### config.mk
export PLATFORM = sky130hd
export DESIGN_NAME = cbfc_parser
export DESIGN_NICKNAME = d
export VERILOG_FILES = /design/src/rtl/cbfc_pkg.sv /design/src/rtl/cbfc_parser.sv
export SDC_FILE = /design/constraint.sdc
export NUM_CORES = 1
export LEC_CHECK = 0
export ABC_AREA = 1
export ABC_CLOCK_PERIOD_IN_PS = 2100
export BUFFER_PORTS_ARGS = -buffer_cell sky130_fd_sc_hd__clkbuf_2
export CAP_MARGIN = 20
export CORE_MARGIN = 2
export CORE_UTILIZATION = 50
export DETAILED_ROUTE_END_ITERATION = 7
export GPL_TIMING_DRIVEN = 0
export PLACE_DENSITY_LB_ADDON = 0.05
export SYNTH_ARGS = -nofsm -noshare
export SYNTH_HDL_FRONTEND = slang
export SYNTH_SLANG_ARGS = --single-unit
### constraint.sdc
create_clock -name clock -period 2.1 [get_ports clock]
set_input_delay 0.21 -clock clock [delete_from_list [all_inputs] [get_ports clock]]
set_output_delay 0.21 -clock clock [all_outputs]
set_load 0.01 [all_outputs]
### src/rtl/cbfc_pkg.sv
// Shared types, constants and the CRC-16 byte update for the frame checker.
`timescale 1ns / 1ps

package cbfc_pkg;

   localparam logic [15:0] CRC_POLY = 16'h3D65;

   localparam logic [7:0] START_BYTE0 = 8'h05;
   localparam logic [7:0] START_BYTE1 = 8'h64;
   localparam logic [7:0] REQ_MASK    = 8'hC0;
   localparam logic [7:0] REQ_MATCH   = 8'h80;
   localparam logic [7:0] REQ_ADDR    = 8'h3F;

   // Header length covers control, address and channel.
   localparam logic [7:0] HDR_OVERHEAD = 8'd3;
   // Messages shorter than this cannot hold a full frame.
   localparam logic [8:0] MIN_FRAME_BYTES = 9'd8;
   localparam logic [8:0] POS_MAX = 9'd511;

   localparam logic ITEM_DATA   = 1'b0;
   localparam logic ITEM_STATUS = 1'b1;

   localparam logic [2:0] STATUS_OK        = 3'd0;
   localparam logic [2:0] STATUS_REQUEST   = 3'd1;
   localparam logic [2:0] STATUS_BAD_BYTE  = 3'd2;
   localparam logic [2:0] STATUS_SHORT     = 3'd3;
   localparam logic [2:0] STATUS_NO_START  = 3'd4;
   localparam logic [2:0] STATUS_BAD_FRAME = 3'd5;

   typedef struct packed {
      logic       item_kind;
      logic [7:0] data_byte;
      logic [2:0] status;
      logic [7:0] frame_length;
      logic [7:0] control;
      logic [7:0] address;
      logic [7:0] channel;
   } cbfc_rsp_type;

   // CRC-16, most significant bit first, one received byte per call.
   function automatic logic [15:0] crc_feed(input logic [15:0] crc, input logic [7:0] b);
      logic [15:0] c;
      c = crc ^ {b, 8'h00};
      for (int k = 0; k < 8; k++) begin
         c = c[15] ? ({c[14:0], 1'b0} ^ CRC_POLY) : {c[14:0], 1'b0};
      end
      return c;
   endfunction

endpackage

### src/rtl/cbfc_parser.sv
// Frame parser: per-message state, CRC check and result item formation.
`timescale 1ns / 1ps

module cbfc_parser #(
   parameter int BLOCK_BYTES = 16
) (
   input  logic                  clock,
   input  logic                  reset,
   input  logic                  fire,
   input  logic [7:0]            rx_byte,
   input  logic                  end_of_message,
   output logic                  rsp_push,
   output cbfc_pkg::cbfc_rsp_type rsp_data
);

   localparam int BW = $clog2(BLOCK_BYTES + 1);

   typedef enum logic [1:0] {
      PH_BODY,
      PH_CRC_LO,
      PH_CRC_HI,
      PH_DONE
   } phase_type;

   logic [8:0]    pos_ff, pos_in;
   logic [7:0]    first_ff, first_in;
   logic          start_ok_ff, start_ok_in;
   logic [15:0]   crc_ff, crc_in;
   logic [7:0]    crc_lo_ff, crc_lo_in;
   logic [7:0]    hdr_ff [4];
   logic [7:0]    hdr_in [4];
   logic [7:0]    data_rem_ff, data_rem_in;
   logic [BW-1:0] block_rem_ff, block_rem_in;
   phase_type     phase_ff, phase_in;
   logic          bad_ff, bad_in;
   logic          complete_ff, complete_in;

   logic [8:0]    pos_upd;
   logic [7:0]    first_upd;
   logic          start_ok_upd;
   logic [15:0]   crc_upd;
   logic [7:0]    crc_lo_upd;
   logic [7:0]    hdr_upd [4];
   logic [7:0]    data_rem_upd;
   logic [BW-1:0] block_rem_upd;
   phase_type     phase_upd;
   logic          bad_upd;
   logic          complete_upd;
   logic          is_data;
   logic [15:0]   crc_got;
   cbfc_pkg::cbfc_rsp_type status_item;

   always_comb begin
      pos_upd       = (pos_ff == cbfc_pkg::POS_MAX) ? pos_ff : pos_ff + 9'd1;
      first_upd     = first_ff;
      start_ok_upd  = start_ok_ff;
      crc_upd       = crc_ff;
      crc_lo_upd    = crc_lo_ff;
      hdr_upd       = hdr_ff;
      data_rem_upd  = data_rem_ff;
      block_rem_upd = block_rem_ff;
      phase_upd     = phase_ff;
      bad_upd       = bad_ff;
      complete_upd  = complete_ff;
      is_data       = 1'b0;
      crc_got       = {rx_byte, crc_lo_ff};

      if (pos_ff == 9'd0) begin
         first_upd = rx_byte;
      end else if (pos_ff == 9'd1) begin
         start_ok_upd = (first_ff == cbfc_pkg::START_BYTE0) &&
                        (rx_byte == cbfc_pkg::START_BYTE1);
      end else if (start_ok_ff) begin
         unique case (phase_ff)
            PH_CRC_LO: begin
               crc_lo_upd = rx_byte;
               phase_upd  = PH_CRC_HI;
            end
            PH_CRC_HI: begin
               if (crc_got != ~crc_ff) begin
                  bad_upd = 1'b1;
               end
               // Each CRC closes a block; the next block restarts the CRC from zero.
               crc_upd = 16'h0000;
               if (data_rem_ff == 8'd0) begin
                  complete_upd = 1'b1;
                  phase_upd    = PH_DONE;
               end else begin
                  block_rem_upd = (data_rem_ff < 8'(BLOCK_BYTES)) ?
                                  data_rem_ff[BW-1:0] : BW'(BLOCK_BYTES);
                  phase_upd     = PH_BODY;
               end
            end
            PH_BODY: begin
               crc_upd = cbfc_pkg::crc_feed(crc_ff, rx_byte);
               if (pos_ff < 9'd6) begin
                  hdr_upd[pos_ff[1:0] - 2'd2] = rx_byte;
                  if (pos_ff == 9'd5) begin
                     data_rem_upd = (hdr_ff[0] > cbfc_pkg::HDR_OVERHEAD) ?
                                    hdr_ff[0] - cbfc_pkg::HDR_OVERHEAD : 8'd0;
                     phase_upd    = PH_CRC_LO;
                  end
               end else begin
                  is_data       = 1'b1;
                  data_rem_upd  = data_rem_ff - 8'd1;
                  block_rem_upd = block_rem_ff - BW'(1);
                  if (block_rem_upd == '0) begin
                     phase_upd = PH_CRC_LO;
                  end
               end
            end
            PH_DONE: begin
            end
            default: begin
            end
         endcase
      end
   end

   // End-of-message verdict, taken from the state after this byte.
   always_comb begin
      status_item = '0;
      status_item.item_kind = cbfc_pkg::ITEM_STATUS;
      priority if (pos_upd == 9'd1) begin
         if ((first_upd & cbfc_pkg::REQ_MASK) == cbfc_pkg::REQ_MATCH) begin
            status_item.status       = cbfc_pkg::STATUS_REQUEST;
            status_item.frame_length = 8'd1;
            status_item.control      = first_upd;
            status_item.address      = ~first_upd & cbfc_pkg::REQ_ADDR;
         end else begin
            status_item.status = cbfc_pkg::STATUS_BAD_BYTE;
         end
      end else if (pos_upd < cbfc_pkg::MIN_FRAME_BYTES) begin
         status_item.status = cbfc_pkg::STATUS_SHORT;
      end else if (!start_ok_upd) begin
         status_item.status = cbfc_pkg::STATUS_NO_START;
      end else begin
         status_item.status       = (bad_upd || !complete_upd) ?
                                    cbfc_pkg::STATUS_BAD_FRAME : cbfc_pkg::STATUS_OK;
         status_item.frame_length = hdr_upd[0];
         status_item.control      = hdr_upd[1];
         status_item.address      = hdr_upd[2];
         status_item.channel      = hdr_upd[3];
      end
   end

   always_comb begin
      rsp_push = fire && (end_of_message || is_data);
      if (end_of_message) begin
         rsp_data = status_item;
      end else begin
         rsp_data           = '0;
         rsp_data.item_kind = cbfc_pkg::ITEM_DATA;
         rsp_data.data_byte = rx_byte;
      end
   end

   always_comb begin
      pos_in       = pos_ff;
      first_in     = first_ff;
      start_ok_in  = start_ok_ff;
      crc_in       = crc_ff;
      crc_lo_in    = crc_lo_ff;
      hdr_in       = hdr_ff;
      data_rem_in  = data_rem_ff;
      block_rem_in = block_rem_ff;
      phase_in     = phase_ff;
      bad_in       = bad_ff;
      complete_in  = complete_ff;
      if (fire) begin
         crc_lo_in = crc_lo_upd;
         if (end_of_message) begin
            pos_in       = '0;
            first_in     = '0;
            start_ok_in  = 1'b0;
            crc_in       = '0;
            hdr_in       = '{default: '0};
            data_rem_in  = '0;
            block_rem_in = '0;
            phase_in     = PH_BODY;
            bad_in       = 1'b0;
            complete_in  = 1'b0;
         end else begin
            pos_in       = pos_upd;
            first_in     = first_upd;
            start_ok_in  = start_ok_upd;
            crc_in       = crc_upd;
            hdr_in       = hdr_upd;
            data_rem_in  = data_rem_upd;
            block_rem_in = block_rem_upd;
            phase_in     = phase_upd;
            bad_in       = bad_upd;
            complete_in  = complete_upd;
         end
      end
   end

   always_ff @(posedge clock) begin
      crc_lo_ff <= crc_lo_in;
      if (reset) begin
         pos_ff       <= '0;
         first_ff     <= '0;
         start_ok_ff  <= 1'b0;
         crc_ff       <= '0;
         hdr_ff       <= '{default: '0};
         data_rem_ff  <= '0;
         block_rem_ff <= '0;
         phase_ff     <= PH_BODY;
         bad_ff       <= 1'b0;
         complete_ff  <= 1'b0;
      end else begin
         pos_ff       <= pos_in;
         first_ff     <= first_in;
         start_ok_ff  <= start_ok_in;
         crc_ff       <= crc_in;
         hdr_ff       <= hdr_in;
         data_rem_ff  <= data_rem_in;
         block_rem_ff <= block_rem_in;
         phase_ff     <= phase_in;
         bad_ff       <= bad_in;
         complete_ff  <= complete_in;
      end
   end

endmodule

* After elaboration in Yosys (flattened, before gate mapping) *
Index checks and enable logic that the tools add are counted.

storage, ports and cells
  flip-flop bits (word level) = 91
  latch bits = 0
  bits in writable memories = 0
  memory bits (read-only) = 0
  input bits = 12
  logic and storage cells = 156
  memories kept = 0

cells by class
  add/subtract/negate cells = 5
  $mul = 0
  div/mod/pow operators = 0
  $lt $le $gt $ge = 6
  equal/unequal tests = 17
  shifts and indexed selects = 0
  muxes and demuxes = 81
  bitwise gates (word level) = 14
  reductions and logical operators = 19

operators with widths
  kind                 count
  $mux 32              8
  $mux 14              8
  $mux 8               12
  $not 9->9            8
  $mux 16              4
  $mux 44              1
  $mux 5               7
  $bwmux 32            1
  $pmux 16 s2          1
  $mux 27              1
  $mux 1               20
  $eq 9x1->1 const B   2
  $mux 2               9
  $mux 9               2
  $mux 17              1
  $demux 8 s2          1
  $ne 16x16->1         1
  $not 16->16          1
  $xor 16x16->16       1
  $reduce_and 7->1     2
  $pmux 5 s2           1
  $reduce_and 5->1     2
  $add 9x1->9 const B  1
  $eq 9x3->1 const B   1
  35 further kinds     46

* Longest topological paths before layout *
Gate-level depths: netlist of run 1.

  depth after elaboration = 22
  depth in mapped cells = 16

* Worst setup path after synthesis of run 1 *
Ideal clock, no wire load.

  path kind = flip-flop to output port
  from = register pos_ff[0]
  to = output rsp_data[8] (netlist name)
  arrival time = 1.989 ns
  data required time = 1.890 ns
  path slack = -0.099 ns
  cell stages (with the launch flop) = 13
  cells stage by stage = dfxtp_1 inv_1 ha_1 nand3_1 nor2_1 nand2_1 nand3_2 inv_2 nand3_1 clkbuf_1 o21ai_0 nand3_1 a21oi_1

RTL lines
  what                    RTL line            text
  start, declared         cbfc_parser.sv:25   logic [8:0] pos_ff, pos_in;
  start signal, assigned  cbfc_parser.sv:212  pos_ff <= pos_in;
  end, declared           cbfc_parser.sv:13   output cbfc_pkg::cbfc_rsp_type rsp_data

==> summary.md, run 1 <==
| Metric | Value |
|---|---|
| I/O Buffers | 55 |
| Startpoint Class | flop |
| WL/cell | around 17 microns |
| Mean Syn Cell Area | 6.21 sq um |
| Detailed placement HPWL | roughly 14000 microns |
| Crit Path Max Fanout | 5 |
| GP Congestion | 0.921 |
| Ys flop type | dfxtp_1 |
| Vias in the first global route | slightly above 6k |
| #FFs+latches synth | 91 |
| Placed Cells | about 1.2k |
| Syn nets | 989 |
| Post-cts hold buffer count | 0 |
| Die height | 114 microns |
| I/O pin cnt | 57 |
| Crit path DAT | 2.60 ns |
| Wire length on met1 | slightly below 9000 microns |
| Worst Tran Pin Value | 0.763 ns |
| Yosys Warn Count | 0 |
| Power Density | around 510 nW/um^2 |
| WL final | approximately 21000 microns |
| Clock latency on the worst-skew pair | 0.36 ns |
| Inserted Clock Buffers | 9 |
| Maximum clock frequency | 356 MHz |
| Worst Skew | 0.00913 ns |
| Finished Layout Cells | 1242 |
| Seq/Total Area, Yosys | 0.317 |
| Metal3 WL | 1720 microns |
| Final Setup Violations | 42 |
| # clock sinks | just over 90 |
| Global route total overflow | 0 |
| Area of the core | between 10000 and 15000 sq um |
| RSZ-0062 raised after global routing | true |
| Vias | between 6k and 7k |
| Wire length on met2 | 9670 microns |
| Max-slew headroom | 0.491 |
| Final nets | around 1.1k |
| Final worst setup slack | -0.706 ns |
| Drt pass-1 iters | 5 |
| Required @ worst endpoint | roughly 1.9 ns |
| Distinct cell type count after synthesis | about 40 |
| Clk slew on worst S/H paths | 0.07 ns |
| Vias per cell | 5.63 |
| DRC Markers | 0 |
| Max Used Layer | met4 |
| Total track usage | 0.302 |
| Initial drt markers | between 500 and 600 |
| Antenna diode count | 0 |
| Storage element area | about 1900 sq um |
| Pins over their slew limit | 0 |
| Failing checks | negative setup slack |
| Clock Path Buffers | 2 |
| Pin count of the biggest net entering global routing | 14 |
| Maxcap violations | 0 |
| Worst VDD drop | 0.342 mV |
| P&R area growth vs syn | 39.0% |
| Multi-input combinational cell area | between 4000 and 5000 sq um |
| Synth async-reset ratio | 0 |
| Die area | about 13000 sq um |
| Final hold viol count | 0 |
| CTS root buf | clkbuf_16 |
| TritonCTS clock tree | done |
| First-pass GRT wire length | 30600 microns |
| Final ANT Viol Nets | 0 |
| CP endpoint kind | output pin |
| Leak | 3.49 nW |
| Post-synthesis cell count | 965 |
| Crit path kind | reg2out |
| Min cycle time layout | 2.81 ns |
| FILL cells | 960 |
| Syn Std Cell Area | between 5000 and 6000 sq um |
| Outcome | finished, violations left |
| Worst slack, placed | -0.700 ns |
| Initial core utilization | 0.518 |
| Number of enable flip-flop cells after synthesis | 8 |
| Period Utilization, post-route | 1.34 |
| Path type of the worst min-delay path | in2reg |
| Final Util | 0.721 |
| Fraction of layout cells with a size suffix above 1 | 0.295 |
| Die Wd | 114 microns |
| H-Tree Depth | 3 |
| Initial antenna violation count | 0 |
| Num rows | 39 |
## report_power, final
| group | switching, mW | total, mW | internal (mW) |
|---|---|---|---|
| clock | 0.708 | 1.57 | 0.866 |
| sequential | 0.0147 | 1.78 | 1.76 |
| combinational | 0.586 | 0.874 | 0.288 |
| total | 1.31 | 4.23 | 2.92 |
## critical path, cell delays in order, from the launching register on
cell and delay [ns]:
dfxtp_4 0.39, buf_4 0.14, nand3_4 0.10, nor2_4 0.14, buf_4 0.15, xor2_4 0.16
nand2_2 0.09, nor3_4 0.21, nand3_4 0.16, buf_6 0.16, nand4_4 0.16, clkbuf_16 0.20
nor2_1 0.04, buf_2 0.13
## repair_timing
item                                    CTS  global route
endpoints found under the setup margin  112           109
pin swaps                                13            38
gates resized for setup                  86           226
cloned                                    2             4
buffers inserted                         23            34
## per-stage QoR
stage          TNS, ns  hold slack (ns)  power (mW)  instance area [sq um]
6_report        -23.51           0.0455        4.23                   8330
5_1_grt         -28.96           0.0468        4.36                   8330
4_1_cts         -23.62           0.0408        4.09                   7310
3_5_place_dp    -40.79            0.404        2.48                   6530
3_3_place_gp    -39.79            0.402        2.48                   6530
2_1_floorplan   -0.356            0.309        2.28                   6070
## cell type report
type / instances / area share
Clock inverter: 2 / 0.00120
Multi-Input combinational cell: 727 / 0.520
Sequential cell: 91 / 0.231
Buffer: 35 / 0.0300
Inverter: 114 / 0.0545
Clock buffer: 14 / 0.0317
Timing Repair Buffer: 116 / 0.111
Tap cell: 143 / 0.0215
## sequential cells by signal, indices dropped and copies added (netlist names)
register and flops:
data_rem_ff 8, block_rem_ff 5, crc_ff 16, complete_ff 1, bad_ff 1, pos_ff 9
start_ok_ff 1, crc_lo_ff 8, hdr_ff 32, first_ff 8, phase_ff 2
## Yosys cell counts (6+ instances only)
cell type / count / area share
nor2_1: 99 / 0.062
nand3_1: 67 / 0.056
clkbuf_1: 26 / 0.016
nand4_1: 14 / 0.015
edfxtp_1: 8 / 0.040
inv_1: 106 / 0.066
xor2_1: 34 / 0.050
ha_1: 12 / 0.025
nand2_1: 285 / 0.18
or2_2: 6 / 0.0063
inv_2: 7 / 0.0044
xnor2_1: 6 / 0.0088
dfxtp_1: 83 / 0.28
o21ai_0: 45 / 0.038
o22ai_1: 9 / 0.0094
nor3_1: 13 / 0.011
a21oi_1: 100 / 0.083
## per-layer routing
layer / vias up / track usage
li1: 3375 / -
met1: 3234 / 0.410
met2: 321 / 0.475
met3: 63 / 0.0595
met4: 0 / 0.115
met5: - / 0
## worst paths after layout
check                   from           end  slack [ns]  cells past startpoint
setup / recovery   pos_ff[1]  rsp_data[26]       -0.71                     13
setup reg to reg   pos_ff[0]     crc_ff[5]       -0.06                     15
hold reg to reg    hdr_ff[5]     hdr_ff[5]        0.47                      2
hold / removal    rx_byte[1]  crc_lo_ff[1]        0.05                      1
## cell usage in the layout, fill, tap and decap left out, drive strengths merged, types with 2 or more instances in the layout
master	n
edfxtp	8
clkinvlp	2
a21oi	100
xor2	34
inv	110
clkbuf	63
dfxtp	83
xnor2	6
ha	12
o211ai	2
o21ai	50
nand4	15
buf	102
nor3	16
nor2	102
a31oi	2
clkinv	4
nand2	292
nand3	70
or2	7
o22ai	9
nor4	2
## logic make-up after synthesis
group	count (synthesis)	share of synthesized area
compound gates	169	0.148
xor+xnor	40	0.0584
fa+ha+maj	12	0.0250
buf+inv	149	0.0966
flops	91	0.317
simple gates	504	0.355
No activity file was read; power rests on OpenSTA's default activity.
==> inputs of run 2 (changes only) <==
PLACE_DENSITY = 0.74   (was not set)
PLACE_DENSITY_LB_ADDON = not set   (was 0.05)
==> summary.md, run 2 (synthesis results as in run 1) <==
| Metric | Value |
|---|---|
| Outcome | finished, violations left |
| Failing checks | negative setup slack |
| Combinational share of power | 0.215 (+0.008) |
| Die Wd | 114 microns (unchanged) |
| Critical path origin | pos_ff[1] |
| Maxcap violations | 0 (unchanged) |
| First-pass GRT wire length | 31700 microns (+3.6%) |
| Worst Skew | 0.00956 ns (+0.000426 ns) |
| Final worst setup slack | -0.879 ns (-0.173 ns) |
| Leak | 3.51 nW (+0.65%) |
| Clk slew on worst S/H paths | 0.07 ns (about the same) |
| Reg2reg start | pos_ff[1] |
| H-Tree Depth | 3 (unchanged) |
| Global route total overflow | 0 (unchanged) |
| I/O Buffers | 55 (unchanged) |
| WL final | 23600 microns (+13%) |
| GP Congestion | 0.961 (+4.4%) |
| Antenna diode count | 0 (unchanged) |
| Storage element area | 1920 sq um (-0.20%) |
| Sequential share of power | 0.410 (-0.011) |
| Regs by FF count | hdr_ff (32), crc_ff (16), pos_ff (9) |
| Die height | 114 microns (unchanged) |
| Maximum clock frequency | 336 MHz (-5.8%) |
| Inserted Clock Buffers | 9 (unchanged) |
| Worst VDD drop | 0.411 mV (+20%) |
| Worst Tran Pin Value | 0.787 ns (+0.0233 ns) |
| Net Sw Frac | 0.326 (+0.0165) |
| Finished Layout Cells | 1240 (-0.16%) |
| Placed Cells | 1163 (unchanged) |
| Critical Path End | rsp_data[16] |
| Final Setup Violations | 71 (+69%) |
| Required @ worst endpoint | 1.89 ns (about the same) |
| Final ANT Viol Nets | 0 (unchanged) |
| Final nets | 1116 (-0.18%) |
| CTS root buf | clkbuf_16 |
| Most frequent cells in the layout | 239 x nand2_1, 96 x inv_1, 74 x nor2_1, 74 x dfxtp_1, 65 x a21oi_1 |
| Fin Hold WS | 0.0480 ns (+0.00250 ns) |
| R2r endpoint | crc_ff[6] |
| Crit path kind | reg2out |
| Initial core utilization | 0.518 (unchanged) |
| Vias per cell | 6.03 (+7.1%) |
| Clock latency on the worst-skew pair | 0.36 ns (about the same) |
| Most common cell after layout, fill and taps aside | nand2_1 |
| Drt pass-1 iters | 6 (+1) |
| Initial drt markers | 1088 (+87%) |
| I/O pin cnt | 57 (unchanged) |
| Fraction of layout cells with a size suffix above 1 | 0.316 (+0.0215) |
| Pins over their slew limit | 0 (unchanged) |
| Vias in the first global route | 6359 (+3.9%) |
| Total power | 4.34 mW (+2.7%) |
| Clock Path Buffers | 2 (unchanged) |
| Startpoint Class | flop |
| Path type of the worst min-delay path | in2reg |
| Final hold viol count | 0 (unchanged) |
| FILL cells | 830 (-14%) |
| R2R depth | 13 (-2) |
| Switch Pwr | 1.42 mW (+8.2%) |
| Post-cts hold buffer count | 0 (unchanged) |
| CP endpoint kind | output pin |
| Crit Path Max Fanout | 5 (unchanged) |
| Initial antenna violation count | 0 (unchanged) |
| Flop2flop setup slack | -0.29 ns (-0.23 ns) |
| Die area | 12900 sq um (unchanged) |
| Min cycle time layout | 2.98 ns (+0.173 ns) |
| Area of the core | 11600 sq um (unchanged) |
| Placed inst area | 6530 sq um (unchanged) |
| WL/cell | 19.0 microns (+13%) |
| Final instance area | 8460 sq um (+1.5%) |
| Cell Int Power | 2.92 mW (+0.24%) |
| Max reg flops | 32 (unchanged) |
| Vias | 7474 (+6.9%) |
| Max-slew headroom | 0.476 (-0.0156) |
| Largest Register | hdr_ff |
| Setup_tns | -35.12 ns (-11.62 ns) |
| TritonCTS clock tree | done |
| Pin count of the biggest net entering global routing | 16 (+2) |
| DRC Markers | 0 (unchanged) |
| Total track usage | 0.312 (+0.0107) |
| Detailed placement HPWL | 13400 microns (-1.0%) |
| Period Utilization, post-route | 1.42 (+0.0823) |
| # clock sinks | 91 (unchanged) |
| Multi-input combinational cell area | 4480 sq um (+3.5%) |
| RSZ-0062 raised after global routing | true |
| Crit path DAT | 2.77 ns (+0.17 ns) |
| P&R area growth vs syn | 41.1% |
| Power share of the clock group | 0.375 (+0.003) |
| Num rows | 39 (unchanged) |
| Power Density | 513 nW/um^2 (+1.2%) |
==> run 2: worst min path at each step <==
stage               start      endpoint  slack [ns]  cells past startpoint
2_1_floorplan  rx_byte[0]  crc_lo_ff[0]        0.31                      0
3_3_place_gp   rx_byte[1]  crc_lo_ff[1]        0.40                      1
3_5_place_dp   rx_byte[1]  crc_lo_ff[1]        0.41                      1
4_1_cts        rx_byte[1]  crc_lo_ff[1]        0.04                      1
5_1_grt        rx_byte[1]  crc_lo_ff[1]        0.05                      1
6_report       rx_byte[1]  crc_lo_ff[1]        0.05                      1
==> run 2: metal layers <==
layer | vias to the layer above | track usage | wire (microns)
met5 | - | 0 | 0
met4 | 0 | 0.184 | 1700
met3 | 148 | 0.0414 | 2410
met2 | 553 | 0.489 | 10400
met1 | 3415 | 0.413 | 9030
li1 | 3358 | - | -
==> run 2: timing repair <==
| item | in CTS | in global routing |
|---|---|---|
| pin swaps | 30 | 42 |
| endpoints found under the setup margin | 109 | 112 |
| resized for setup | 144 | 195 |
| buffers inserted | 29 | 28 |
| cloned | 6 | 1 |
==> run 2: layout make-up <==
class,count,area share
Inverter,114,0.0552
Multi-Input combinational cell,727,0.530
Buffer,34,0.0300
Tap cell,143,0.0212
Clock inverter,6,0.00444
Clock buffer,10,0.0296
Timing Repair Buffer,115,0.103
Sequential cell,91,0.227
==> run 2: worst max-delay path, cell delays in order, from the launching register on <==
cell and delay, ns:
dfxtp_4 0.40, ha_4 0.17, inv_4 0.04, nor3_4 0.29
buf_6 0.18, xor2_4 0.18, nand2_2 0.11, nor3_4 0.18
nand3_4 0.16, clkinv_4 0.12, buf_6 0.15, buf_6 0.10
nor2_1 0.04, nor2_1 0.13, clkbuf_2 0.17
==> run 2: through the flow <==
step                       util  setup WS [ns]
after floorplan               -        -0.0377
after global placement    0.565         -0.545
after detailed placement  0.565         -0.533
after CTS                 0.662         -0.681
after global routing      0.731         -0.926
final                     0.731         -0.879
==> run 2: power groups by stage <==
stage / Combinational (mW) / Clock (mW) / Sequential [mW]
3_3_place_gp: 0.657 / 0 / 1.82
5_1_grt: 0.976 / 1.69 / 1.78
6_report: 0.932 / 1.63 / 1.78
2_1_floorplan: 0.458 / 0 / 1.82
3_5_place_dp: 0.660 / 0 / 1.82
4_1_cts: 0.758 / 1.62 / 1.78
==> inputs of run 3 (changes only) <==
CELL_PAD_IN_SITES_DETAIL_PLACEMENT = 1   (was not set)
CELL_PAD_IN_SITES_GLOBAL_PLACEMENT = 1   (was not set)
CORE_UTILIZATION = 38   (was 50)
PLACE_DENSITY = 0.79   (was 0.74)
==> summary.md, run 3 (synthesis results as in run 1) <==
| Metric | Value |
|---|---|
| WL/cell | 21.3 microns (+12%) |
| CP delay by family, top | simple AND/OR/NAND/NOR gates |
| Multi-input combinational cell area | 4370 sq um (-2.5%) |
| # clock sinks | 91 (unchanged) |
| Largest stage delay, worst path | 0.40 ns (about the same) |
| Pin count of the biggest net entering global routing | 14 (-2) |
| Total track usage | 0.278 (-0.0342) |
| DRC Markers | 0 (unchanged) |
| Startpoint Class | flop |
| Final hold viol count | 0 (unchanged) |
| Antenna diode count | 0 (unchanged) |
| Placed Cells | 1231 (+5.8%) |
| Storage element area | 1920 sq um (+0.13%) |
| I/O pin cnt | 57 (unchanged) |
| Path type of the worst min-delay path | in2reg |
| P&R area growth vs syn | 38.4% |
| Die height | 130 microns (+14%) |
| Fraction of layout cells with a size suffix above 1 | 0.304 (-0.0124) |
| I/O Buffers | 55 (unchanged) |
| Final Setup Violations | 96 (+35%) |
| Clk slew on worst S/H paths | 0.06 ns (about the same) |
| Period Utilization, post-route | 1.43 (+0.0127) |
| GP Congestion | 0.859 (-11%) |
| Num rows | 45 (+15%) |
| First-pass GRT wire length | 35800 microns (+13%) |
| Die Wd | 130 microns (+14%) |
| FILL cells | 1995 (+140%) |
| Global route total overflow | 0 (unchanged) |
| Area of the core | 15300 sq um (+32%) |
| Initial drt markers | 587 (-46%) |
| Worst Skew | 0.00867 ns (-0.000888 ns) |
| CP cell instances | inv_2 -> nand4_1 -> buf_4 -> buf_4 -> nor3_4 -> buf_6 -> nor2_1 -> a21oi_1 -> nand2_1 -> nand3_1 -> nor2_1 -> buf_2 |
| TritonCTS clock tree | done |
| Most frequent cells in the layout | 249 x nand2_1, 96 x inv_1, 81 x nor2_1 |
| Die area | 16800 sq um (+30%) |
| Initial antenna violation count | 0 (unchanged) |
| Critical path origin | pos_ff[4] |
| Largest Register | hdr_ff |
| Leak | 3.41 nW (-3.0%) |
| Reg2reg start | pos_ff[4] |
| Final worst setup slack | -0.905 ns (-0.0266 ns) |
| Vias in the first global route | 6786 (+6.7%) |
| Finished Layout Cells | 1297 (+4.6%) |
| Final nets | 1106 (-0.90%) |
| Worst VDD drop | 0.392 mV (-4.6%) |
| Initial core utilization | 0.392 (-0.127) |
| Regs by FF count | hdr_ff (32), crc_ff (16), pos_ff (9) |
| Crit Path Max Fanout | 4 (-1) |
| Crit path DAT | 2.80 ns (+0.03 ns) |
| Required @ worst endpoint | 1.89 ns (about the same) |
| H-Tree Depth | 3 (unchanged) |
| CTS root buf | clkbuf_16 |
| Clock latency on the worst-skew pair | 0.37 ns (about the same) |
| Min cycle time layout | 3.01 ns (+0.0266 ns) |
| Slowest cell on the critical path | a21oi_1 |
| Maximum clock frequency | 333 MHz (-0.89%) |
| Crit path kind | reg2out |
| Drt pass-1 iters | 5 (-1) |
| Failing checks | negative setup slack |
| Outcome | finished, violations left |
| Detailed placement HPWL | 16100 microns (+21%) |
| Maxcap violations | 0 (unchanged) |
| Max reg flops | 32 (unchanged) |
| Final ANT Viol Nets | 0 (unchanged) |
| Max-slew headroom | 0.330 (-0.145) |
| Post-cts hold buffer count | 0 (unchanged) |
| Power Density | 530 nW/um^2 (+3.2%) |
| Worst Tran Pin Value | 1.00 ns (+0.218 ns) |
| Inserted Clock Buffers | 9 (unchanged) |
| WL final | 27700 microns (+18%) |
| Fin Hold WS | 0.0481 ns (+0.0000603 ns) |
| CP endpoint kind | output pin |
| Clock Path Buffers | 2 (unchanged) |
| Most common cell after layout, fill and taps aside | nand2_1 |
| Vias | 7355 (-1.6%) |
| Worst hold path startpoint | rx_byte[1] |
| Worst Path Buf+Inv | 5 (-1) |
| RSZ-0062 raised after global routing | true |
| Vias per cell | 5.67 (-5.9%) |
| Pins over their slew limit | 0 (unchanged) |
## run 3: changes by cell type in the layout (fill, tap and decap cells not counted), sizes merged
cell | before | now
buf | 86 | 81
nand3 | 71 | 70
clkinv | 6 | 3
clkinvlp | 4 | 3
nand2 | 291 | 292
clkbuf | 73 | 71
## run 3: layout make-up
type | count | area share
inverters | 114 | 0.0553
plain buffers | 34 | 0.0285
repair buffers | 105 | 0.0926
clock inverters | 2 | 0.00121
flip-flops and latches | 91 | 0.231
multi-input cells | 727 | 0.527
clock buffers | 13 | 0.0326
well taps | 211 | 0.0318
## run 3: stage by stage
step / TNS (ns) / power (mW) / utilization / setup WS, ns / cell area (sq um)
6_report: -35.30 / 4.40 / 0.542 / -0.905 / 8300
5_1_grt: -39.28 / 4.52 / 0.542 / -0.991 / 8300
4_1_cts: -22.63 / 4.16 / 0.485 / -0.703 / 7420
3_5_place_dp: -48.07 / 2.51 / 0.432 / -0.780 / 6610
3_3_place_gp: -43.38 / 2.49 / 0.432 / -0.728 / 6610
2_1_floorplan: -0.356 / 2.28 / - / -0.0377 / 6070
## run 3: final timing paths
kind / depth (start not counted) / slack (ns) / to
worst max-delay path: 12 / -0.91 / rsp_data[16]
worst min-delay path: 1 / 0.05 / crc_lo_ff[1]
worst max register to register: 11 / -0.21 / first_ff[0]
worst min register to register: 2 / 0.47 / hdr_ff[13]
## run 3: worst register-to-register path, stage by stage (launching register included)
cell and delay [ns]:
dfxtp_1 0.36, inv_2 0.10, nand4_1 0.20, buf_4 0.22, buf_4 0.14, nor3_4 0.21
buf_6 0.15, nor2_1 0.04, a21oi_1 0.40, inv_1 0.15, nand2_1 0.09, a21oi_1 0.11
## run 3: per-layer routing
metal | track usage | share of wire | routed length [microns]
met1 | 0.353 | 0.40 | 11100
met4 | 0.136 | 0.059 | 1620
met3 | 0.0405 | 0.064 | 1760
met5 | 0 | 0 | 0
met2 | 0.462 | 0.48 | 13200
## run 3: repair_timing
item / 4_1_cts / 5_1_grt
pin swaps: 20 / 50
resized for setup: 91 / 217
setup buffers: 23 / 25
endpoints found under the setup margin: 114 / 113
gates cloned: 3 / 1
## run 3: where the power goes
group / total (mW) / switching, mW / internal (mW)
clock network: 1.65 / 0.755 / 0.892
logic: 0.968 / 0.683 / 0.285
registers: 1.78 / 0.0174 / 1.76
total: 4.40 / 1.45 / 2.94
